**src/hex_grid_cell_lookup_core_macros.svh**
```systemverilog
// ----------------------------------------------------------------------------
// Hex grid cell lookup: assertion macros
// Shared concurrent-check shorthands, clocked on aclk and quiet in reset.
// ----------------------------------------------------------------------------
`ifndef HEX_GRID_CELL_LOOKUP_CORE_MACROS_SVH
`define HEX_GRID_CELL_LOOKUP_CORE_MACROS_SVH

// Check that a condition holds at every clock edge out of reset
`define HGCL_ASSERT_ALWAYS(lbl, cond, msg) \
    lbl: assert property (@(posedge aclk) disable iff (!aresetn) (cond)) \
        else $error(msg);

// Check that a consequent holds in the same cycle as its antecedent
`define HGCL_ASSERT_IMPLIES(lbl, ante, cons, msg) \
    lbl: assert property (@(posedge aclk) disable iff (!aresetn) (ante) |-> (cons)) \
        else $error(msg);

`endif

```
**src/hgcl_pkg.sv**
```systemverilog
// ----------------------------------------------------------------------------
// Hex grid cell lookup: package
// Field widths, register indexes, defaults and the configuration bundle.
// ----------------------------------------------------------------------------
package hgcl_pkg;

    // Default build parameters
    localparam int FRAC_BITS_DEF = 16;
    localparam int MAX_TILES_DEF = 256;

    // Port field widths
    localparam int POS_W    = 16;
    localparam int TILES_W  = 9;
    localparam int INV_W    = 17;
    localparam int LOCAL_W  = 17;
    localparam int CENTER_W = 19;

    // Largest center coordinate, 2.0 in Q.16
    localparam int CENTER_MAX = 131072;

    // Configuration port
    localparam int CFG_IDX_W  = 3;
    localparam int CFG_DATA_W = 17;

    localparam logic [CFG_IDX_W-1:0] CFG_TILES_X     = 3'd0;
    localparam logic [CFG_IDX_W-1:0] CFG_TILES_Y     = 3'd1;
    localparam logic [CFG_IDX_W-1:0] CFG_INV_TILES_X = 3'd2;
    localparam logic [CFG_IDX_W-1:0] CFG_INV_TILES_Y = 3'd3;
    localparam logic [CFG_IDX_W-1:0] CFG_VERTICAL    = 3'd4;

    // Reset values
    localparam logic [TILES_W-1:0] TILES_RST = 9'd1;
    localparam logic [INV_W-1:0]   INV_RST   = 17'h10000;

    // Register bank as seen by the pipeline stages
    typedef struct packed {
        logic [TILES_W-1:0] tiles_x;
        logic [TILES_W-1:0] tiles_y;
        logic [INV_W-1:0]   inv_tiles_x;
        logic [INV_W-1:0]   inv_tiles_y;
        logic               vertical;
    } cfg_t;

endpackage

```
**src/hgcl_pick.sv**
```systemverilog
// ----------------------------------------------------------------------------
// Hex grid cell lookup: pick stage
// Weights the squared offsets by the hexagon aspect and keeps the nearer cell.
// ----------------------------------------------------------------------------
module hgcl_pick #(
    parameter int FRAC_BITS = hgcl_pkg::FRAC_BITS_DEF,
    parameter int MAX_TILES = hgcl_pkg::MAX_TILES_DEF
) (
    input  logic                                   aclk,
    input  logic                                   aresetn,
    input  hgcl_pkg::cfg_t                         cfg,
    input  logic                                   in_valid,
    output logic                                   in_ready,
    input  logic [FRAC_BITS-1:0]                   frac_x,
    input  logic [FRAC_BITS-1:0]                   frac_y,
    input  logic [2*FRAC_BITS-2:0]                 sqa_x,
    input  logic [2*FRAC_BITS-2:0]                 sqb_x,
    input  logic [2*FRAC_BITS-2:0]                 sqa_y,
    input  logic [2*FRAC_BITS-2:0]                 sqb_y,
    input  logic [$clog2(MAX_TILES+1)-1:0]         na_x,
    input  logic [$clog2(MAX_TILES+1)-1:0]         nb_x,
    input  logic [$clog2(MAX_TILES+1)-1:0]         na_y,
    input  logic [$clog2(MAX_TILES+1)-1:0]         nb_y,
    output logic                                   out_valid,
    input  logic                                   out_ready,
    output logic [FRAC_BITS-1:0]                   d_x,
    output logic [FRAC_BITS-1:0]                   d_y,
    output logic [$clog2(MAX_TILES+1)-1:0]         n_x,
    output logic [$clog2(MAX_TILES+1)-1:0]         n_y,
    output logic                                   half
);
    import hgcl_pkg::*;

    localparam int TW  = $clog2(MAX_TILES + 1);
    localparam int SQW = 2 * FRAC_BITS - 1;
    localparam int DW  = SQW + 2;

    logic                 valid_reg, valid_next;
    logic [FRAC_BITS-1:0] d_x_reg, d_x_next, d_y_reg, d_y_next;
    logic [TW-1:0]        n_x_reg, n_x_next, n_y_reg, n_y_next;
    logic                 half_reg, half_next;
    logic [DW-1:0]        dist_a, dist_b;

    // Weight 1 or 3 on a squared offset
    function automatic logic [DW-1:0] weigh(input logic [SQW-1:0] s, input logic triple);
        logic [DW-1:0] w;
        w = DW'(s);
        return triple ? (w + (w << 1)) : w;
    endfunction

    // Compare distances; a tie goes to lattice B
    always_comb begin
        dist_a = weigh(sqa_x, !cfg.vertical) + weigh(sqa_y, cfg.vertical);
        dist_b = weigh(sqb_x, !cfg.vertical) + weigh(sqb_y, cfg.vertical);
        if (dist_a < dist_b) begin
            d_x_next  = {~frac_x[FRAC_BITS-1], frac_x[FRAC_BITS-2:0]};
            d_y_next  = {~frac_y[FRAC_BITS-1], frac_y[FRAC_BITS-2:0]};
            n_x_next  = na_x;
            n_y_next  = na_y;
            half_next = 1'b1;
        end else begin
            d_x_next  = frac_x;
            d_y_next  = frac_y;
            n_x_next  = nb_x;
            n_y_next  = nb_y;
            half_next = 1'b0;
        end
    end

    // Advance when the slot is empty or drains this cycle
    assign in_ready   = !valid_reg || out_ready;
    assign valid_next = in_ready ? in_valid : valid_reg;

    always_ff @(posedge aclk) begin
        if (!aresetn) begin
            valid_reg <= 1'b0;
        end else begin
            valid_reg <= valid_next;
        end
    end

    always_ff @(posedge aclk) begin
        if (in_valid && in_ready) begin
            d_x_reg  <= d_x_next;
            d_y_reg  <= d_y_next;
            n_x_reg  <= n_x_next;
            n_y_reg  <= n_y_next;
            half_reg <= half_next;
        end
    end

    assign out_valid = valid_reg;
    assign d_x       = d_x_reg;
    assign d_y       = d_y_reg;
    assign n_x       = n_x_reg;
    assign n_y       = n_y_reg;
    assign half      = half_reg;

endmodule

```
**config.mk**
```make
export PLATFORM = sky130hd
export DESIGN_NAME = hgcl_pick
export DESIGN_NICKNAME = d
export VERILOG_FILES = /design/src/hex_grid_cell_lookup_core_macros.svh /design/src/hgcl_pkg.sv /design/src/hgcl_pick.sv
export SDC_FILE = /design/constraint.sdc
export NUM_CORES = 1
export LEC_CHECK = 0
export BUFFER_PORTS_ARGS = -buffer_cell sky130_fd_sc_hd__buf_2
export CORE_UTILIZATION = 57
export DETAILED_ROUTE_END_ITERATION = 7
export PLACE_DENSITY = 0.87
export SYNTH_ARGS = -nofsm -noshare
export SYNTH_HDL_FRONTEND = slang
export SYNTH_SLANG_ARGS = --single-unit
```
**constraint.sdc**
```tcl
create_clock -name aclk -period 8 [get_ports aclk]
set_input_delay 0.4 -clock aclk [delete_from_list [all_inputs] [get_ports aclk]]
set_output_delay 0.4 -clock aclk [all_outputs]
set_load 0.05 [all_outputs]
```
Yosys cells after proc, flatten, opt, wreduce, memory -nomap -nowiden:

Index checks and enable logic that the tools add are counted.
W data, S select, Z words.

* bits in latches: 0
* memory bits (writable): 0
* logic and storage cells: 27
* memories: 0
* input bits: 249
* bits in registers: 52
* bits in read-only memories: 0

* equal/unequal tests: 0
* reduce and logical (&&, ||, !) cells: 3
* magnitude comparators: 1
* add/subtract/negate cells: 6
* mux-type cells: 9
* shifts and indexed selects: 0
* $mul: 0
* div/mod/pow operators: 0
* bitwise gates (word level): 2

Operators with widths (count)
* $add A31 B32 Y33: 4
* $mux W33: 4
* $add A33 B33 Y33: 2
* $lt A33 B33 Y1: 1
* $mux W16: 2
* $mux W9: 2
* $not A1 Y1: 2
* $logic_and A1 B1 Y1: 1
* $logic_not A1 Y1: 1
* $logic_or A1 B1 Y1: 1
* $mux W1: 1

Depth between registers and ports, before layout:

* depth after elaboration: 5
* depth in mapped cells: 33

Least setup slack after synthesis:

Ideal clock, no wire load.

* path type: input to register
* from: input sqa_y[0]
* to: register n_y_reg[1] (netlist: n_y[1]) (data pin)
* slack: 1.341 ns
* library setup time: 0.260 ns
* path buffers: 1
* arrival time: 6.399 ns
* stages on the path: 29
* cells stage by stage: ha_1 > fa_1 > a21o_1 > a221o_1 > o311a_1 > o31a_1 > o41ai_4 > o21ai_2 > a21o_1 > a21oi_2 > xnor2_1 > mux2_2 > ha_1 > and2_1 > a31oi_1 > o21ai_0 > a31o_2 > a221o_1 > a31oi_1 > xor2_1 > ha_1 > nand4_1 > nor2_1 > nand4_1 > nor4_1 > o41ai_1 > and4bb_2 > buf_2 > mux2_2

* longest elaborated chain between the ends: 5

Ends and longest elaborated chain
* from (decl): RTL line hgcl_pick.sv:18 `input logic [2*FRAC_BITS-2:0] sqa_y,`
* $add A31 B32 Y33: RTL line hgcl_pick.sv:48 `return triple ? (w + (w << 1)) : w;`
* $mux W33 *: RTL line hgcl_pick.sv:48
* $add A33 B33 Y33 *: RTL line hgcl_pick.sv:53 `dist_a = weigh(sqa_x, !cfg.vertical) + weigh(sqa_y, cfg.vertical);`
* $lt A33 B33 Y1 *: RTL line hgcl_pick.sv:55 `if (dist_a < dist_b) begin`
* $mux W9 *: RTL line hgcl_pick.sv:55
* named net n_y_next[1]: RTL line hgcl_pick.sv:40 `logic [TW-1:0] n_x_reg, n_x_next, n_y_reg, n_y_next;`
* to (signal assigned): RTL line hgcl_pick.sv:87 `n_y_reg <= n_y_next;`
* to (decl): RTL line hgcl_pick.sv:40

Mark *: on every way through the listed nets, which the timed path passes. The rest lies on a longest branch.
A chain may end at the register's enable or synchronous reset.

Worst setup path in the final report:

* from: input sqb_y[1]
* to: register n_x_reg[5] (netlist: n_x[5]) (data pin)

* longest elaborated chain between the ends: 5

Ends and longest elaborated chain
* from (decl): RTL line hgcl_pick.sv:19 `input logic [2*FRAC_BITS-2:0] sqb_y,`
* $add A31 B32 Y33: RTL line hgcl_pick.sv:48
* $mux W33 *: RTL line hgcl_pick.sv:48
* $add A33 B33 Y33 *: RTL line hgcl_pick.sv:54 `dist_b = weigh(sqb_x, !cfg.vertical) + weigh(sqb_y, cfg.vertical);`
* $lt A33 B33 Y1 *: RTL line hgcl_pick.sv:55
* $mux W9 *: RTL line hgcl_pick.sv:55
* named net n_x_next[5]: RTL line hgcl_pick.sv:40
* to (signal assigned): RTL line hgcl_pick.sv:86 `n_x_reg <= n_x_next;`
* to (decl): RTL line hgcl_pick.sv:40

Marks and branches as above.

==> results.tsv <==
metric	value	unit
finalHoldViolations	0	
fp.dieW	152	um
clock_path_buffers	2	
worst_hold_path.endpoint	d_x[14]	
leakage	6.84	nW
p_per_area	191	nW/um^2
ant_nets	0	
finalNonFillerCells	2096	
fmax	137	MHz
grt_pass1_wl	54900	um
worstMarginPinSlew	1.15	ns
wire_per_inst	15.8	um
die_area	23100	um^2
pwr-share-seq	14.0	%
pwr-share-comb	78.0	%
worstReg2RegStart	out_valid	
yosysWarnings	0	
core_area	21900	um^2
drv_slew	0	
yosysSeqAreaShare	12.1	%
numCtsBuffers	5	
dieHeight	152	um
htree_levels	2	
ys_ff_latch	52	
grt_max_degree	107	
grt.overflow.total	0	
timing.setup.critical_path_class	primary input to flop	
critPathCaptureType	flop	
synth_edf_count	51	
tritoncts	done	
grt_util_all_layers	27.4	%
setup_viol	0	
post_cts_resized	0	
rsz0062_at_grt	no	
slew_headroom	23.3	%
setup-tns-final	0	ns
synth_flop_cell	edfxtp_1	
syn_area_per_cell	7.94	um^2
cp_slowest_stage_delay	0.46	ns
period_minus_slack	7.29	ns
synthArstFlopShare	0	%
nets	2289	
power_switching_share	48.8	%
numPortBuffers	249	
routed-via-count	12800	
path_clk_slew	0.08	ns
p_int	1.41	mW
std_cell_rows	54	
totalWireLength	33200	um
power.total	2.74	mW
initial_utilization	58.5	%
cp.required	8.04	ns
outcome	completed	
crit_path_max_fanout	21	
whs_path_depth	1	
worstHoldStart	frac_x[14]	
drive_gt1_share	18.8	%
hold_path_class	primary input to flop	
p_clk_share	8.0	%
antenna_found_initial	1	
crit_arrival	7.33	ns
cp_slowest_cell	and4bb_2	
place_hpwl	27500	um
r2r_slack	6.26	ns
dp_cells	2087	
syn_inst	1612	
dr.pass1.iters	5	
gp_congestion	0.982	
r2r_cells	2	
grt_pass1_vias	12049	
cts_root_buf	clkbuf_16	
syn_nets	2087	
synth_cell_type_count	66	
netSwitchingPower	1.34	mW
drtIter0Drc	816	
cts_hold_buf	0	
cts.sinks	52	
cp_common_cell	a21o_1	
syn_area	12800	um^2
cap_viol_max_count	0	
via_per_inst	6.11	
ir_worst_vdd	0.110	mV
drc	0	
finClkSkew	0.00512	ns
r2r-end	n_x[6]	
cts_setup_buffers	0	
ioPinCount	302	
clk_latency	0.29	ns
post-route-period-util	91.1	%
crit_path_start_kind	primary input	
area_growth	12.3	%
[per-stage QoR]
stage          hold slack (ns)  instance area [um^2]  util (%)  worst slack (ns)
2_1_floorplan            0.499                 12800         -              1.34
3_3_place_gp             0.512                 14200      65.0             0.575
3_5_place_dp             0.523                 14200      65.0             0.477
4_1_cts                  0.269                 14400      65.7             0.761
5_1_grt                  0.264                 14400      65.7             0.199
6_report                 0.272                 14400      65.7             0.712
[cell usage after synthesis (28+ instances only)]
library cell	number	share of area, %
clkbuf_1	52	1.5
o21ai_0	139	5.4
nand3_1	42	1.6
edfxtp_1	51	12
inv_1	51	1.5
o21bai_1	28	1.6
xor2_1	63	4.3
a21oi_1	173	6.8
a21o_1	110	6.5
nand2_1	129	3.8
xnor2_1	105	7.2
mux2_2	70	6.2
nor2_1	78	2.3
ha_1	220	22
[logic make-up (layout without fill, tap and decap cells)]
kind of cell	after synthesis	after routing	synth area share (%)
adders and majority gates	226	226	22.4
other	0	1	0
muxes	77	77	6.71
buffers and inverters	107	310	3.16
xor gates and xnor gates	168	168	11.5
AOI/OAI and AO/OA	597	597	29.6
DFF	52	52	12.1
and+or+nand+nor	385	385	14.4
[worst max-delay path: cells and delay by family]
kind	cells	cell delay, ns
muxes	2	0.62
and+or+nand+nor	9	1.46
buffers and inverters	2	0.33
AOI/OAI and AO/OA	13	3.01
adders and majority gates	4	1.32
xor gates and xnor gates	2	0.18
[per-layer routing]
| metal | up-vias | routed length, um | global-route usage (%) |
|---|---|---|---|
| met2 | 432 | 15600 | 47.5 |
| li1 | 6474 | - | - |
| met3 | 45 | 1940 | 2.54 |
| met4 | 0 | 461 | 5.19 |
| met5 | - | 0 | 0 |
| met1 | 5849 | 15200 | 37.1 |
[layout by cell type, fill, tap and decap left out, types with 15 or more instances in the layout]
cell type	Yosys	routed
a211oi_1	15	15
a21o_1	110	110
a21oi_1	173	173
a31oi_1	19	19
and3_1	20	20
buf_2	2	248
edfxtp_1	51	51
ha_1	220	220
inv_1	51	51
mux2_2	70	70
nand2_1	129	129
nand2b_1	21	21
nand3_1	42	42
nand4_1	27	27
nor2_1	78	78
nor2b_1	21	21
o211ai_1	22	22
o21a_1	21	21
o21ai_0	139	139
o21bai_1	28	28
xnor2_1	105	105
xor2_1	63	63
[worst max path at each step]
stage,startpoint,to,slack (ns),depth (start not counted)
final,sqb_y[1],n_x[5],0.71,32
after global routing,sqb_y[1],n_y[6],0.20,32
after CTS,sqb_y[1],n_x[5],0.76,32
after detailed placement,sqb_y[1],n_y[6],0.48,32
after global placement,sqb_y[1],n_y[6],0.57,32
after floorplan,sqa_y[0],n_y[1],1.34,29
[cell type report]
class	instances	area (um^2)
Timing Repair Buffer	251	1280
Sequential cell	52	1550
Tap cell	280	350
Clock buffer	5	125
Multi-Input combinational cell	1453	10800
Fill cell	1890	7520
Antenna cell	1	2.50
Clock inverter	3	27.5
Inverter	51	191
[power by group through the flow]
stage               registers [mW]  logic [mW]  clock network, mW
floorplan                    0.557        1.50                  0
detailed placement           0.391        2.11                  0
global route                 0.390        2.38              0.232
CTS                          0.386        2.13              0.222
finish                       0.385        2.14              0.220
global placement             0.388        2.04                  0
Note: power is estimated with default switching activity, not from simulation.
