File: src/hex_grid_cell_lookup_core_macros.svh
// ----------------------------------------------------------------------------
// Hex grid cell lookup: assertion macros
// Shared concurrent-check shorthands, clocked on aclk and quiet in reset.
// ----------------------------------------------------------------------------
`ifndef HEX_GRID_CELL_LOOKUP_CORE_MACROS_SVH
`define HEX_GRID_CELL_LOOKUP_CORE_MACROS_SVH

// Check that a condition holds at every clock edge out of reset
`define HGCL_ASSERT_ALWAYS(lbl, cond, msg) \
    lbl: assert property (@(posedge aclk) disable iff (!aresetn) (cond)) \
        else $error(msg);

// Check that a consequent holds in the same cycle as its antecedent
`define HGCL_ASSERT_IMPLIES(lbl, ante, cons, msg) \
    lbl: assert property (@(posedge aclk) disable iff (!aresetn) (ante) |-> (cons)) \
        else $error(msg);

`endif

File: src/hgcl_pkg.sv
// ----------------------------------------------------------------------------
// Hex grid cell lookup: package
// Field widths, register indexes, defaults and the configuration bundle.
// ----------------------------------------------------------------------------
package hgcl_pkg;

    // Default build parameters
    localparam int FRAC_BITS_DEF = 16;
    localparam int MAX_TILES_DEF = 256;

    // Port field widths
    localparam int POS_W    = 16;
    localparam int TILES_W  = 9;
    localparam int INV_W    = 17;
    localparam int LOCAL_W  = 17;
    localparam int CENTER_W = 19;

    // Largest center coordinate, 2.0 in Q.16
    localparam int CENTER_MAX = 131072;

    // Configuration port
    localparam int CFG_IDX_W  = 3;
    localparam int CFG_DATA_W = 17;

    localparam logic [CFG_IDX_W-1:0] CFG_TILES_X     = 3'd0;
    localparam logic [CFG_IDX_W-1:0] CFG_TILES_Y     = 3'd1;
    localparam logic [CFG_IDX_W-1:0] CFG_INV_TILES_X = 3'd2;
    localparam logic [CFG_IDX_W-1:0] CFG_INV_TILES_Y = 3'd3;
    localparam logic [CFG_IDX_W-1:0] CFG_VERTICAL    = 3'd4;

    // Reset values
    localparam logic [TILES_W-1:0] TILES_RST = 9'd1;
    localparam logic [INV_W-1:0]   INV_RST   = 17'h10000;

    // Register bank as seen by the pipeline stages
    typedef struct packed {
        logic [TILES_W-1:0] tiles_x;
        logic [TILES_W-1:0] tiles_y;
        logic [INV_W-1:0]   inv_tiles_x;
        logic [INV_W-1:0]   inv_tiles_y;
        logic               vertical;
    } cfg_t;

endpackage

File: src/hgcl_lattice.sv
// ----------------------------------------------------------------------------
// Hex grid cell lookup: lattice stage
// Splits the scaled position on both lattices and squares the offsets.
// ----------------------------------------------------------------------------
module hgcl_lattice #(
    parameter int FRAC_BITS = hgcl_pkg::FRAC_BITS_DEF,
    parameter int MAX_TILES = hgcl_pkg::MAX_TILES_DEF
) (
    input  logic                                     aclk,
    input  logic                                     aresetn,
    input  logic                                     in_valid,
    output logic                                     in_ready,
    input  logic [FRAC_BITS+$clog2(MAX_TILES+1)-1:0] qx,
    input  logic [FRAC_BITS+$clog2(MAX_TILES+1)-1:0] qy,
    output logic                                     out_valid,
    input  logic                                     out_ready,
    output logic [FRAC_BITS-1:0]                     frac_x,
    output logic [FRAC_BITS-1:0]                     frac_y,
    output logic [2*FRAC_BITS-2:0]                   sqa_x,
    output logic [2*FRAC_BITS-2:0]                   sqb_x,
    output logic [2*FRAC_BITS-2:0]                   sqa_y,
    output logic [2*FRAC_BITS-2:0]                   sqb_y,
    output logic [$clog2(MAX_TILES+1)-1:0]           na_x,
    output logic [$clog2(MAX_TILES+1)-1:0]           nb_x,
    output logic [$clog2(MAX_TILES+1)-1:0]           na_y,
    output logic [$clog2(MAX_TILES+1)-1:0]           nb_y
);
    import hgcl_pkg::*;

    localparam int TW  = $clog2(MAX_TILES + 1);
    localparam int QW  = FRAC_BITS + TW;
    localparam int SQW = 2 * FRAC_BITS - 1;

    logic                 valid_reg, valid_next;
    logic [FRAC_BITS-1:0] frac_x_reg, frac_x_next, frac_y_reg, frac_y_next;
    logic [SQW-1:0]       sqa_x_reg, sqa_x_next, sqb_x_reg, sqb_x_next;
    logic [SQW-1:0]       sqa_y_reg, sqa_y_next, sqb_y_reg, sqb_y_next;
    logic [TW-1:0]        na_x_reg, na_x_next, nb_x_reg, nb_x_next;
    logic [TW-1:0]        na_y_reg, na_y_next, nb_y_reg, nb_y_next;

    // Square of a signed offset, taken through its magnitude
    function automatic logic [SQW-1:0] sq_of(input logic [FRAC_BITS-1:0] d);
        logic [FRAC_BITS-1:0]   mag;
        logic [2*FRAC_BITS-1:0] p;
        mag = d[FRAC_BITS-1] ? (~d + 1'b1) : d;
        p   = {{FRAC_BITS{1'b0}}, mag} * {{FRAC_BITS{1'b0}}, mag};
        return p[SQW-1:0];
    endfunction

    // Lattice A offset is frac - 1/2 (top bit flipped); lattice B offset is
    // frac read as signed. Lattice B's cell index carries when frac >= 1/2.
    always_comb begin
        frac_x_next = qx[FRAC_BITS-1:0];
        frac_y_next = qy[FRAC_BITS-1:0];
        sqa_x_next  = sq_of({~frac_x_next[FRAC_BITS-1], frac_x_next[FRAC_BITS-2:0]});
        sqb_x_next  = sq_of(frac_x_next);
        sqa_y_next  = sq_of({~frac_y_next[FRAC_BITS-1], frac_y_next[FRAC_BITS-2:0]});
        sqb_y_next  = sq_of(frac_y_next);
        na_x_next   = qx[QW-1:FRAC_BITS];
        na_y_next   = qy[QW-1:FRAC_BITS];
        nb_x_next   = na_x_next + TW'(frac_x_next[FRAC_BITS-1]);
        nb_y_next   = na_y_next + TW'(frac_y_next[FRAC_BITS-1]);
    end

    // Advance when the slot is empty or drains this cycle
    assign in_ready   = !valid_reg || out_ready;
    assign valid_next = in_ready ? in_valid : valid_reg;

    always_ff @(posedge aclk) begin
        if (!aresetn) begin
            valid_reg <= 1'b0;
        end else begin
            valid_reg <= valid_next;
        end
    end

    always_ff @(posedge aclk) begin
        if (in_valid && in_ready) begin
            frac_x_reg <= frac_x_next;
            frac_y_reg <= frac_y_next;
            sqa_x_reg  <= sqa_x_next;
            sqb_x_reg  <= sqb_x_next;
            sqa_y_reg  <= sqa_y_next;
            sqb_y_reg  <= sqb_y_next;
            na_x_reg   <= na_x_next;
            nb_x_reg   <= nb_x_next;
            na_y_reg   <= na_y_next;
            nb_y_reg   <= nb_y_next;
        end
    end

    assign out_valid = valid_reg;
    assign frac_x    = frac_x_reg;
    assign frac_y    = frac_y_reg;
    assign sqa_x     = sqa_x_reg;
    assign sqb_x     = sqb_x_reg;
    assign sqa_y     = sqa_y_reg;
    assign sqb_y     = sqb_y_reg;
    assign na_x      = na_x_reg;
    assign nb_x      = nb_x_reg;
    assign na_y      = na_y_reg;
    assign nb_y      = nb_y_reg;

endmodule

File: config.mk
export PLATFORM = sky130hd
export DESIGN_NAME = hgcl_lattice
export DESIGN_NICKNAME = d
export VERILOG_FILES = /design/src/hex_grid_cell_lookup_core_macros.svh /design/src/hgcl_pkg.sv /design/src/hgcl_lattice.sv
export SDC_FILE = /design/constraint.sdc
export NUM_CORES = 2
export LEC_CHECK = 0
export BUFFER_PORTS_ARGS = -buffer_cell sky130_fd_sc_hd__buf_4
export CAP_MARGIN = 40
export CELL_PAD_IN_SITES_DETAIL_PLACEMENT = 1
export CELL_PAD_IN_SITES_GLOBAL_PLACEMENT = 2
export CORE_MARGIN = 2
export CORE_UTILIZATION = 35
export DETAILED_ROUTE_END_ITERATION = 10
export PLACE_DENSITY_LB_ADDON = 0.1
export SLEW_MARGIN = 20
export SYNTH_ARGS = -nofsm -noshare
export SYNTH_HDL_FRONTEND = slang
export SYNTH_SLANG_ARGS = --single-unit
export TNS_END_PERCENT = 50
File: constraint.sdc
create_clock -name aclk -period 27 [get_ports aclk]
set_input_delay 4.05 -clock aclk [delete_from_list [all_inputs] [get_ports aclk]]
set_output_delay 4.05 -clock aclk [all_outputs]
set_load 0.03 [all_outputs]
; After elaboration in Yosys (flattened, before gate mapping)
; Cells that the tools add are included.
; W data, S select, Z words.
[classes]
n_mul = 4
add_sub_neg = 6
reduce_logical = 3
n_eq_ne = 0
bitwise_logic = 6
shifts = 0
n_mux = 4
n_div = 0
order_cmp = 0
[ops]
columns = op, n
row1 = $mul A16 B16 Y31, 4
row2 = $add A16 B1 Y16 const B, 4
row3 = $mux W16, 4
row4 = $not A16 Y16, 4
row5 = $add A9 B1 Y9, 2
row6 = $not A1 Y1, 2
row7 = $logic_and A1 B1 Y1, 1
row8 = $logic_not A1 Y1, 1
row9 = $logic_or A1 B1 Y1, 1
[word_totals]
mem_bits_rw = 0
elab_cells = 34
reg_bits = 193
output_inout_bits = 194
n_memories = 0
latch_bits = 0
in_bits = 54
mem_bits_ro = 0

; Depth between registers and ports, before layout
[depth]
depth_word = 5
depth_mapped = 34
mapped_depth_nobuf = 31

; Worst setup path before layout
; No wires, ideal clock.
[synth_timing]
path_type = input-to-reg
start = input port qy[0]
end = register sqb_y_reg[29], in the netlist sqb_y[29], data pin
t_arrival_ns = 12.013
setup_time_ns = 0.258
t_required_ns = 26.742
path_stages = 30
slack_ns = 14.730
n_path_buf = 2
path_cell_list = clkbuf_1 > inv_1 > clkbuf_1 > ha_1 > or3b_1 > or3_4 > or3_1 > or3_4 > nand2_1 > xor2_1 > inv_2 > nand2_1 > fa_1 > fa_1 > inv_1 > fa_1 > fa_1 > fa_1 > inv_1 > fa_1 > inv_1 > ha_1 > and3_1 > and3_1 > a221o_1 > o311ai_1 > a211oi_1 > or3_1 > a21oi_1 > xnor2_1
[synth_via]
elab_chain_len = 4
[synth_rtl]
columns = item, line
row1 = "start, declared", hgcl_lattice.sv:14  ; input logic [FRAC_BITS+$clog2(MAX_TILES+1)-1:0] qy,
row2 = $not A16 Y16, hgcl_lattice.sv:45  ; mag = d[FRAC_BITS-1] ? (~d + 1'b1) : d;
row3 = $add A16 B1 Y16, hgcl_lattice.sv:45
row4 = $mux W16 (*), hgcl_lattice.sv:45
row5 = $mul A16 B16 Y31 (*), hgcl_lattice.sv:46  ; p = {{FRAC_BITS{1'b0}}, mag} * {{FRAC_BITS{1'b0}}, mag};
row6 = via sqb_y_next[29], hgcl_lattice.sv:37  ; logic [SQW-1:0] sqa_y_reg, sqa_y_next, sqb_y_reg, sqb_y_next;
row7 = "end signal, assigned", hgcl_lattice.sv:84  ; sqb_y_reg <= sqb_y_next;
row8 = "end, declared", hgcl_lattice.sv:37
; The timed path passes the listed nets; every way through them passes the cells marked *.
; A chain may end at the register's enable or synchronous reset.

; Worst setup path after layout
; Same ends and word-level chain as after synthesis.

==> out/results.tsv <==
stage	metric	value	unit
status	result of the run	complete, no violations	
worst_setup_path	Worst path most repeated cell	inv_1	
worst_setup_path	largest driver fanout on the critical path	12	
worst_setup_path	delay contributed by the slowest stage of the critical path	0.68	ns
global_routing	via count of the first global-routing pass	26074	
place	estimated wirelength of the detail-placed design	78850	um
timing	headroom to the max-slew limit	44.01	%
die	top-level I/O count	248	
logic_synthesis	number of synthesized register bits	185	
die	die outline height	316.9	um
routing	detailed-route DRC error count	0	
cts	Clock Sink Count	185	
worst_setup_path	Setup Crit Path Kind	in -> reg	
global_routing	total global routing track utilization	19.35	%
cts	number of buffers inserted by post-CTS setup repair	0	
global_routing	first-pass GRT wire length	149300	um
routing	total iterations of the first detailed-routing run	5	
hold_path	kind of path behind the tightest hold check	reg -> reg	
routing	via/cell ratio	4.587	
logic_synthesis	synthesized netlist cell count	3512	
logic_synthesis	Async S/R FF share, synth	0	%
timing	fin. max-slew vios	0	
layout	number of antenna repair diodes	0	
logic_synthesis	Mean Syn Cell Area	9.756	um2
die	initial core utilization	35.38	%
worst_setup_path	Arr. time, crit path	12.89	ns
die	DIE WIDTH	316.9	um
timing	Period Utilization, post-route	46.76	%
logic_synthesis	post-synthesis instance area	34260	um2
logic_synthesis	Post-synth EDFFs	184	
routing	First DRT Iteration DRCs	944	
worst_setup_path	Worst Path Required	27.27	ns
layout	most frequent standard cell in the layout excluding fill and tap cells	inv_1	
cts	Post-CTS Resized	0	
logic_synthesis	part of the Yosys area used for sequential elements	16.18	%
cts	Hold Buf Count CTS	0	
timing	crit path time final	12.63	ns
layout	leading cell types in the layout, fill and taps excluded	inv_1 (920), fa_1 (652), ha_1 (378)	
routing	post-detailed-routing wire length	91770	um
place	Setup Slack @ Placement	13.82	ns
worst_setup_path	kind of launch point of the worst setup path	input pin	
timing	least setup slack across all paths after layout	14.37	ns
global_routing	initial antenna violation count	2	
cts	# H-tree levels	4	
cts	clock latency reported for the late side of the worst-skew pair	0.53	ns
worst_setup_path	element type at the critical path end	flip-flop	
timing	Hold Fails Final Rpt	0	
die	die area	100400	um2
cts	CTS Buffer Depth	2	
layout	proportion of layout cells with a drive suffix above 1	9.374	%
worst_setup_path	cell with the biggest individual delay on the critical path	o311ai_1	
cts	Worst-path clk slew	0.08	ns
logic_synthesis	distinct cell type count after synthesis	72	
routing	via count	23371	
timing	highest achievable clock rate	0.07921	GHz
cts	TritonCTS clock tree	done	
layout	# nets final	4890	
routing	residual antenna-violating net count after detailed routing	0	
timing	RSZ-0062 raised after global routing	no	
die	floorplan core area	96850	um2
timing	clock tree skew after final layout	0.02341	ns
die	Site Rows	114	
timing	Worst Max-Slew Pin Slew	0.8370	ns
global_routing	global route total overflow	0	
timing	setup_tns	0	ns
cts	cell at the root of the clock tree	clkbuf_16	
place	final estimated routing congestion in global placement	0.7940	
logic_synthesis	synthesis warning total	0	
layout	Layout area overhead	12.58	%
global_routing	largest net degree at the start of global routing	56	
cts	CTS buffer count	17	
run	# Max-Cap Violations	0	
logic_synthesis	most instantiated flip-flop cell in the synthesis netlist	edfxtp_1	
timing	Final Setup Violations	0	
place	number of input and output port buffers inserted	243	
routing	final routed wire length divided by cell count	18.01	um
[path summary, 6_finish.rpt]
check	start	to	slack (ns)	cells past startpoint
worst max-delay path	qy[0]	sqb_y[29]	14.37	30
worst max register to register	out_valid	frac_x[13]	25.03	3
worst min-delay path	out_valid	out_valid	0.56	2
worst min register to register	out_valid	out_valid	0.56	2
[final cells by class]
class	count	area (um2)
multi-input combinational	2366	25100
tap	1276	1597
inverter	942	3536
timing repair buffer	294	2243
sequential	185	5545
clock inverter	15	131.4
clock buffer	17	425.4
fill	11115	58280
[cells in the mapped netlist, types with 7 or more instances]
master / instances / area, um2
buf_4: 8 / 60.06
fa_1: 652 / 13050
a21o_1: 46 / 345.3
nand4_1: 17 / 106.4
or3_1: 7 / 43.79
a31oi_1: 7 / 43.79
a211oi_1: 9 / 67.56
nor2_1: 270 / 1013
edfxtp_1: 184 / 5525
o21a_1: 15 / 112.6
inv_1: 920 / 3453
a21oi_1: 107 / 535.5
ha_1: 378 / 4730
and3_1: 14 / 87.58
nand2_1: 332 / 1246
o21ai_0: 41 / 205.2
xor2_1: 52 / 455.4
o31ai_1: 8 / 60.06
or2_2: 8 / 50.05
nor3_1: 36 / 180.2
nor2b_1: 14 / 87.58
clkbuf_1: 50 / 187.7
xnor2_1: 149 / 1305
nand3_1: 31 / 155.2
clkinv_1: 17 / 63.81
nand2b_1: 21 / 131.4
o21bai_1: 16 / 120.1
and2_1: 18 / 112.6
[through the flow]
step           utilization (%)  hold slack [ns]  instances  cell area (um2)
3_3_place_gp             39.13           0.5428       5052            37900
2_1_floorplan                -           0.8846       3558            34440
5_1_grt                  39.83           0.5923       5095            38570
4_1_cts                  39.81           0.5651       5092            38550
3_5_place_dp             39.23           0.5545       5060            38000
6_report                 39.83           0.5562       5095            38570
[worst max-delay path: cells and delay by family]
family	cells	cell delay, ns
xor+xnor	2	0.55
fa+ha+maj	8	3.54
buf+inv	8	0.93
simple gates	5	1.55
compound gates	7	2.24
[routing by layer]
layer	GRT usage [%]	vias to the layer above	part of all wire (%)
li1	-	11225	-
met1	29.08	11775	51
met2	29.80	335	44
met3	2.961	36	4.0
met4	3.259	0	0.82
met5	0	-	0
[logic make-up (layout without fill, tap and decap cells)]
family,after synthesis,count (layout),synth area share (%)
AO/OA/AOI/OAI,289,289,5.364
multiplexers,5,5,0.1534
other,2,48,0.02192
XOR/XNOR,205,205,5.328
adder cells (fa/ha/maj),1030,1030,51.90
flip-flops,185,185,16.18
buffers and inverters,1007,1268,11.13
AND/OR/NAND/NOR,789,789,9.922
Power is not shown: default switching activity piles up to over one toggle a cycle in this logic, so the estimate is an artifact.
