==> src/hex_grid_cell_lookup_core_macros.svh <==
// ----------------------------------------------------------------------------
// Hex grid cell lookup: assertion macros
// Shared concurrent-check shorthands, clocked on aclk and quiet in reset.
// ----------------------------------------------------------------------------
`ifndef HEX_GRID_CELL_LOOKUP_CORE_MACROS_SVH
`define HEX_GRID_CELL_LOOKUP_CORE_MACROS_SVH

// Check that a condition holds at every clock edge out of reset
`define HGCL_ASSERT_ALWAYS(lbl, cond, msg) \
    lbl: assert property (@(posedge aclk) disable iff (!aresetn) (cond)) \
        else $error(msg);

// Check that a consequent holds in the same cycle as its antecedent
`define HGCL_ASSERT_IMPLIES(lbl, ante, cons, msg) \
    lbl: assert property (@(posedge aclk) disable iff (!aresetn) (ante) |-> (cons)) \
        else $error(msg);

`endif

==> src/hgcl_pkg.sv <==
// ----------------------------------------------------------------------------
// Hex grid cell lookup: package
// Field widths, register indexes, defaults and the configuration bundle.
// ----------------------------------------------------------------------------
package hgcl_pkg;

    // Default build parameters
    localparam int FRAC_BITS_DEF = 16;
    localparam int MAX_TILES_DEF = 256;

    // Port field widths
    localparam int POS_W    = 16;
    localparam int TILES_W  = 9;
    localparam int INV_W    = 17;
    localparam int LOCAL_W  = 17;
    localparam int CENTER_W = 19;

    // Largest center coordinate, 2.0 in Q.16
    localparam int CENTER_MAX = 131072;

    // Configuration port
    localparam int CFG_IDX_W  = 3;
    localparam int CFG_DATA_W = 17;

    localparam logic [CFG_IDX_W-1:0] CFG_TILES_X     = 3'd0;
    localparam logic [CFG_IDX_W-1:0] CFG_TILES_Y     = 3'd1;
    localparam logic [CFG_IDX_W-1:0] CFG_INV_TILES_X = 3'd2;
    localparam logic [CFG_IDX_W-1:0] CFG_INV_TILES_Y = 3'd3;
    localparam logic [CFG_IDX_W-1:0] CFG_VERTICAL    = 3'd4;

    // Reset values
    localparam logic [TILES_W-1:0] TILES_RST = 9'd1;
    localparam logic [INV_W-1:0]   INV_RST   = 17'h10000;

    // Register bank as seen by the pipeline stages
    typedef struct packed {
        logic [TILES_W-1:0] tiles_x;
        logic [TILES_W-1:0] tiles_y;
        logic [INV_W-1:0]   inv_tiles_x;
        logic [INV_W-1:0]   inv_tiles_y;
        logic               vertical;
    } cfg_t;

endpackage

==> src/hgcl_emit.sv <==
// ----------------------------------------------------------------------------
// Hex grid cell lookup: emit stage
// Normalizes the cell offset and maps the center back to UV; output register.
// ----------------------------------------------------------------------------
module hgcl_emit #(
    parameter int FRAC_BITS = hgcl_pkg::FRAC_BITS_DEF,
    parameter int MAX_TILES = hgcl_pkg::MAX_TILES_DEF
) (
    input  logic                                  aclk,
    input  logic                                  aresetn,
    input  hgcl_pkg::cfg_t                        cfg,
    input  logic                                  in_valid,
    output logic                                  in_ready,
    input  logic [FRAC_BITS-1:0]                  d_x,
    input  logic [FRAC_BITS-1:0]                  d_y,
    input  logic [$clog2(MAX_TILES+1)-1:0]        n_x,
    input  logic [$clog2(MAX_TILES+1)-1:0]        n_y,
    input  logic                                  half,
    output logic                                  out_valid,
    input  logic                                  out_ready,
    output logic [hgcl_pkg::LOCAL_W-1:0]          local_u,
    output logic [hgcl_pkg::LOCAL_W-1:0]          local_v,
    output logic signed [hgcl_pkg::CENTER_W-1:0]  center_u,
    output logic signed [hgcl_pkg::CENTER_W-1:0]  center_v
);
    import hgcl_pkg::*;

    localparam int TW   = $clog2(MAX_TILES + 1);
    localparam int PW   = TW + INV_W;
    localparam int XW   = FRAC_BITS + 18;
    localparam int SH_L = (FRAC_BITS <  16) ? 16 - FRAC_BITS : 0;
    localparam int SH_R = (FRAC_BITS >= 16) ? FRAC_BITS - 16 : 0;
    localparam int ONE  = 1 << FRAC_BITS;
    localparam int HALF = 1 << (FRAC_BITS - 1);
    localparam logic signed [FRAC_BITS+2:0] ONE_S  = (FRAC_BITS+3)'(ONE);
    localparam logic signed [FRAC_BITS+2:0] HALF_S = (FRAC_BITS+3)'(HALF);

    logic                       valid_reg, valid_next;
    logic [LOCAL_W-1:0]         local_u_reg, local_u_next, local_v_reg, local_v_next;
    logic signed [CENTER_W-1:0] center_u_reg, center_u_next;
    logic signed [CENTER_W-1:0] center_v_reg, center_v_next;

    // Offset to 0..1: short axis d + 1/2, long axis 3/2 d + 1/2, clamped
    function automatic logic [LOCAL_W-1:0] local_coord(input logic [FRAC_BITS-1:0] d,
                                                       input logic long_axis);
        logic signed [FRAC_BITS+2:0] dd;
        logic signed [FRAC_BITS+2:0] v;
        logic [XW-1:0]               vx;
        dd = {{3{d[FRAC_BITS-1]}}, d};
        if (long_axis) begin
            v = dd + (dd <<< 1) + ONE_S;
            if (v <= 0) begin
                v = '0;
            end else begin
                v = v >>> 1;
            end
        end else begin
            v = dd + HALF_S;
            if (v < 0) begin
                v = '0;
            end
        end
        if (v > ONE_S) begin
            v = ONE_S;
        end
        vx = XW'(v[FRAC_BITS:0]);
        return LOCAL_W'((vx << SH_L) >> SH_R);
    endfunction

    // Center n + h/2 cells times reciprocal: n*inv + (h ? inv/2 : 0), saturated
    function automatic logic [CENTER_W-1:0] center_uv(input logic [TW-1:0] n,
                                                      input logic h,
                                                      input logic [INV_W-1:0] inv);
        logic [PW-1:0] prod;
        logic [PW:0]   sum;
        prod = PW'(n) * PW'(inv);
        sum  = (PW+1)'(prod) + (h ? (PW+1)'(inv >> 1) : '0);
        if (sum > (PW+1)'(CENTER_MAX)) begin
            sum = (PW+1)'(CENTER_MAX);
        end
        return CENTER_W'(sum);
    endfunction

    always_comb begin
        local_u_next  = local_coord(d_x, !cfg.vertical);
        local_v_next  = local_coord(d_y, cfg.vertical);
        center_u_next = center_uv(n_x, half, cfg.inv_tiles_x);
        center_v_next = center_uv(n_y, half, cfg.inv_tiles_y);
    end

    // Hold the result beat until the receiver takes it
    assign in_ready   = !valid_reg || out_ready;
    assign valid_next = in_ready ? in_valid : valid_reg;

    always_ff @(posedge aclk) begin
        if (!aresetn) begin
            valid_reg <= 1'b0;
        end else begin
            valid_reg <= valid_next;
        end
    end

    always_ff @(posedge aclk) begin
        if (in_valid && in_ready) begin
            local_u_reg  <= local_u_next;
            local_v_reg  <= local_v_next;
            center_u_reg <= center_u_next;
            center_v_reg <= center_v_next;
        end
    end

    assign out_valid = valid_reg;
    assign local_u   = local_u_reg;
    assign local_v   = local_v_reg;
    assign center_u  = center_u_reg;
    assign center_v  = center_v_reg;

endmodule

==> config.mk <==
export PLATFORM = sky130hd
export DESIGN_NAME = hgcl_emit
export DESIGN_NICKNAME = d
export VERILOG_FILES = /design/src/hex_grid_cell_lookup_core_macros.svh /design/src/hgcl_pkg.sv /design/src/hgcl_emit.sv
export SDC_FILE = /design/constraint.sdc
export NUM_CORES = 1
export LEC_CHECK = 0
export BUFFER_PORTS_ARGS = -buffer_cell sky130_fd_sc_hd__buf_4
export CAP_MARGIN = 0
export CELL_PAD_IN_SITES_DETAIL_PLACEMENT = 1
export CELL_PAD_IN_SITES_GLOBAL_PLACEMENT = 2
export CORE_MARGIN = 4
export CORE_UTILIZATION = 35
export DETAILED_ROUTE_END_ITERATION = 16
export PLACE_DENSITY = 0.86
export SLEW_MARGIN = 20
export SYNTH_ARGS = -nofsm -noshare
export SYNTH_HDL_FRONTEND = slang
export SYNTH_SLANG_ARGS = --single-unit
export TNS_END_PERCENT = 10
==> constraint.sdc <==
create_clock -name aclk -period 13.22 [get_ports aclk]
set_clock_uncertainty 0.15 [all_clocks]
set_input_delay 0.661 -clock aclk [delete_from_list [all_inputs] [get_ports aclk]]
set_output_delay 0.661 -clock aclk [all_outputs]
set_load 0.03 [all_outputs]
# Word-level counts from Yosys, hierarchy flattened
# Cells that the tools add are included.
# totals
ff_bits,73
ram_bits,0
n_memories,0
latchBits,0
romBits,0
# classes
div,0
addsub,8
n_mux,8
magnitude_cmp,8
shifts,0
n_reduce_logical,3
eq_ne,0
bitwise,0
mul,2
# ops
op,count
$mux 19,6
$add 26x16->27,2
$gt 27x18->1 const B,2
$mul 9x17->26,2
$add 18x18->19 const B,2
$gt 19x18->1 const B,2
$le 19x1->1 const B,2
$add 16x17->18,2
$add 16x17->18 const B,2
$lt 18x1->1 const B,2
$mux 16,2
$logic_and 1x1->1,1
$logic_not 1->1,1
$logic_or 1x1->1,1

# Depth between registers and ports, before layout
# logic_depth
ltp_word,6
ltp_mapped,25
mapped_depth_nobuf,21

# Worst setup path after synthesis
# Ideal clock, no wire load.
# synth_timing
kind,input to register
start,input n_x[0]
end,"register center_u_reg[17], in the netlist center_u[17], data pin"
path_stages,23
path_buffers,2
path_slack_ns,6.687
arrival_ns,6.125
cell_sequence,clkbuf_1 -> clkbuf_1 -> nand2_1 -> fa_1 -> inv_1 -> fa_1 -> inv_1 -> fa_1 -> inv_1 -> fa_1 -> inv_1 -> fa_1 -> inv_1 -> ha_1 -> a21oi_1 -> o21ai_0 -> o2111ai_1 -> a21oi_1 -> or3_1 -> a211oi_1 -> or4b_4 -> nor3_2 -> inv_1
# synth_via
elab_chain_len,3
# synth_rtl
item,line_no,source
start: declaration,hgcl_emit.sv:16,"input logic [$clog2(MAX_TILES+1)-1:0] n_x,"
$mul 9x17->26 *,hgcl_emit.sv:76,prod = PW'(n) * PW'(inv);
$add 26x16->27 *,hgcl_emit.sv:77,sum = (PW+1)'(prod) + (h ? (PW+1)'(inv >> 1) : '0);
$gt 27x18->1,hgcl_emit.sv:78,if (sum > (PW+1)'(CENTER_MAX)) begin
end signal: assignment,hgcl_emit.sv:107,center_u_reg <= center_u_next;
end: declaration,hgcl_emit.sv:40,"logic signed [CENTER_W-1:0] center_u_reg, center_u_next;"
# Mark *: on every way between the ends. The rest lies on a longest branch, timed or not.
# A chain may end at the register's enable or synchronous reset.

# Worst setup path after layout
# layout_timing
start,input n_x[0]
end,"register center_u_reg[0], in the netlist center_u[0], data pin"
# The elaborated chain is that of the path after synthesis.

==> metrics.txt <==
Placement Rows 78; kind of cell with the highest combined delay on the critical path adder cells; maximum number of pins on one net before global-route repair 73; multi-input combinational cell area 12,600 um2; setup ws final 6.25 ns; CTS H-Tree Depth 3; sequential cell area in the final layout 2180 um2; busiest layer in global routing met2; critical setup path kind input pin to flip-flop; Power Dens Cells 210 nW/um2; path class of the lowest-slack min-delay path flip-flop to flip-flop; achievable frequency 0.143 GHz; type of element capturing the critical path flip-flop; total number of vias 13,100; global-route track usage on met1 24.7%; antenna violation net count after detailed routing 0; actual slew at the worst max-slew pin 1.00 ns; I/O pins 182; met3 GRT Util 2.13%; buffering stage count on the worst path with inverters included 6; insertion delay of the later-clocked pin in the worst-skew pair 0.33 ns; Filler cells 5,324; sink count of the clock tree 73; number of vias per cell 5.16; Mapped Cells 1,825; number of global-route vias before repair 14,500; share of flip-flops with an asynchronous set or reset after synthesis 0%; data arrival time at the worst-slack endpoint 6.99 ns; number of buffers inserted by hold repair at cts 0; sequential-to-total area share from yosys stat 13.5%; Overall Power 3.81 mW; number of max-capacitance violations reported 0; worst-case headroom to the max-slew limit 33.2%; Worst EP required 13.24 ns; final hold slack 0.439 ns; final setup violating endpoints 0; Final min period 6.97 ns; maximum count of clock buffers along a single path 2; met2 Track Usage GR 32.3%; clock slew seen by the registers of the worst setup and hold paths 0.06 ns; first-pass GRT wire length 75.5 mm; starting utilization of the core area 35.5%; commonest non-fill, non-tap cells in the layout sky130_fd_sc_hd__inv_1 (291), sky130_fd_sc_hd__fa_1 (240), sky130_fd_sc_hd__nand2_1 (230), sky130_fd_sc_hd__and2_1 (168), sky130_fd_sc_hd__buf_4 (165); run status finished clean; clock tree from TritonCTS built; final number of hold-violating endpoints 0; highest-delay cell along the critical path sky130_fd_sc_hd__nor4b_1; start of the worst register-to-register path out_valid; largest voltage drop on the vdd net 140 uV; growth of design area from synthesis to finish 12.4%; final sum of negative setup slack 0 ns; Die Wd 223 um; CP startpoint kind input pin; synthesized area per cell 8.86 um2; aggregate global routing overflow 0; floorplan die height 223 um; wire length per cell after detailed routing 17.9 um; start point of the worst hold path out_valid; worst path cell trace buf_4 > nand2_1 > fa_1 > inv_1 > fa_1 > inv_1 > fa_1 > inv_1 > fa_1 > inv_1 > fa_1 > inv_1 > ha_1 > a21oi_1 > o21ai_0 > o2111ai_1 > a21oi_1 > or3_1 > a211oi_1 > nor4b_1 > nand3_2 > nor2_1; final non-filler cell total 2,536; cells resized by post-CTS repair 0; Setup Fix Bufs, Post-CTS 0; HPWL Detailed 37.3 mm; final clock period utilization by the worst path 52.7%; drt total wl 45.3 mm; overall track demand over capacity in global routing 18.3%; pins over their slew limit 0; CTS buffer count 9; Final GP Congestion 0.879; number of library cell types mapped by synthesis 88; unrepaired setup endpoints after global routing false; Antenna Cells 0; Port Buffer Count 163; number of cells after detailed placement 2,520; final net count 2,441; antenna violations before repair 1; worst setup slack before clock tree synthesis 6.07 ns; total iterations of the first detailed-routing run 4; most common cell after layout, fill and taps aside sky130_fd_sc_hd__inv_1; Post-synth EDFFs 72; full die area 49,700 um2; critical path startpoint n_x[0]; maximum net fanout on the critical path 17; Post-Syn Area 16,200 um2; FF+latch count, synth 73; Placeable Area 45,600 um2; fraction of layout instances using a drive strength above 1 11.9%; biggest cell delay along the critical path 0.60 ns; Clock Tree Root sky130_fd_sc_hd__clkbuf_16; leakage power total 8.75 nW; initial detailed-routing violation count 548; Synthesis Warnings 0; predominant post-synthesis flop cell sky130_fd_sc_hd__edfxtp_1; total DRC errors in the routed layout 0
==> power breakdown <==
part	leakage [nW]	switching (mW)	internal, mW
sequential	0.717	0.00806	0.282
combinational	7.89	2.01	1.27
clock	0.136	0.0961	0.145
==> layout make-up <==
class                   instances  share of cell area, %
clock buffers                  10                   1.26
clock inverters                 6                  0.323
inverters                     291                   6.01
multi-input cells            1391                   69.5
flip-flops and latches         73                   12.0
well taps                     600                   4.13
repair buffers                165                   6.81
==> worst register-to-register path, cell delays in order (launching register included) <==
cell and delay (ns):
sky130_fd_sc_hd__dfxtp_1 0.31, sky130_fd_sc_hd__nand2b_1 0.13, sky130_fd_sc_hd__and2_4 0.83
==> through the flow <==
stage | utilization (%) | area, um2
after global placement | 39.2 | 17900
after CTS | 39.9 | 18200
final | 39.9 | 18200
after detailed placement | 39.2 | 17900
after floorplan | - | 16200
after global routing | 39.9 | 18200
==> path summary, 6_finish.rpt <==
path	endpoint	slack [ns]	cells after the start
setup / recovery	center_u[0]	6.25	22
hold / removal	out_valid	0.44	2
setup reg to reg	center_v[12]	11.39	2
hold reg to reg	out_valid	0.44	2
==> routing by layer <==
layer | vias up | share of wire, %
met2 | 220 | 50
met4 | 2 | 1.4
met1 | 6695 | 45
met5 | - | 0.029
li1 | 6149 | -
met3 | 30 | 3.6
==> cell families (layout without fill, tap and decap cells) <==
kind of cell | Yosys count | count (layout) | synth area share (%)
xor gates and xnor gates | 56 | 56 | 3.03
other | 1 | 2 | 0.0232
muxes | 7 | 7 | 0.441
AOI/OAI and AO/OA | 273 | 273 | 11.8
and+or+nand+nor | 651 | 651 | 20.5
DFF | 73 | 73 | 13.5
buffers and inverters | 362 | 472 | 8.52
adders and majority gates | 402 | 402 | 42.2
==> synthesized netlist by cell type (12+ instances only) <==
| cell type | number | area (um2) |
|---|---|---|
| sky130_fd_sc_hd__a211oi_1 | 12 | 90.1 |
| sky130_fd_sc_hd__a21o_1 | 20 | 150 |
| sky130_fd_sc_hd__a21oi_1 | 82 | 410 |
| sky130_fd_sc_hd__and2_1 | 169 | 1060 |
| sky130_fd_sc_hd__clkbuf_1 | 66 | 248 |
| sky130_fd_sc_hd__edfxtp_1 | 72 | 2160 |
| sky130_fd_sc_hd__fa_1 | 240 | 4800 |
| sky130_fd_sc_hd__ha_1 | 162 | 2030 |
| sky130_fd_sc_hd__inv_1 | 291 | 1090 |
| sky130_fd_sc_hd__nand2_1 | 230 | 863 |
| sky130_fd_sc_hd__nand3_1 | 14 | 70.1 |
| sky130_fd_sc_hd__nand4_1 | 12 | 75.1 |
| sky130_fd_sc_hd__nor2_1 | 92 | 345 |
| sky130_fd_sc_hd__nor2b_1 | 20 | 125 |
| sky130_fd_sc_hd__nor3_1 | 27 | 135 |
| sky130_fd_sc_hd__o21a_1 | 14 | 105 |
| sky130_fd_sc_hd__o21ai_0 | 38 | 190 |
| sky130_fd_sc_hd__xnor2_1 | 28 | 245 |
| sky130_fd_sc_hd__xor2_1 | 28 | 245 |
No activity file was read; power rests on OpenSTA's default activity.
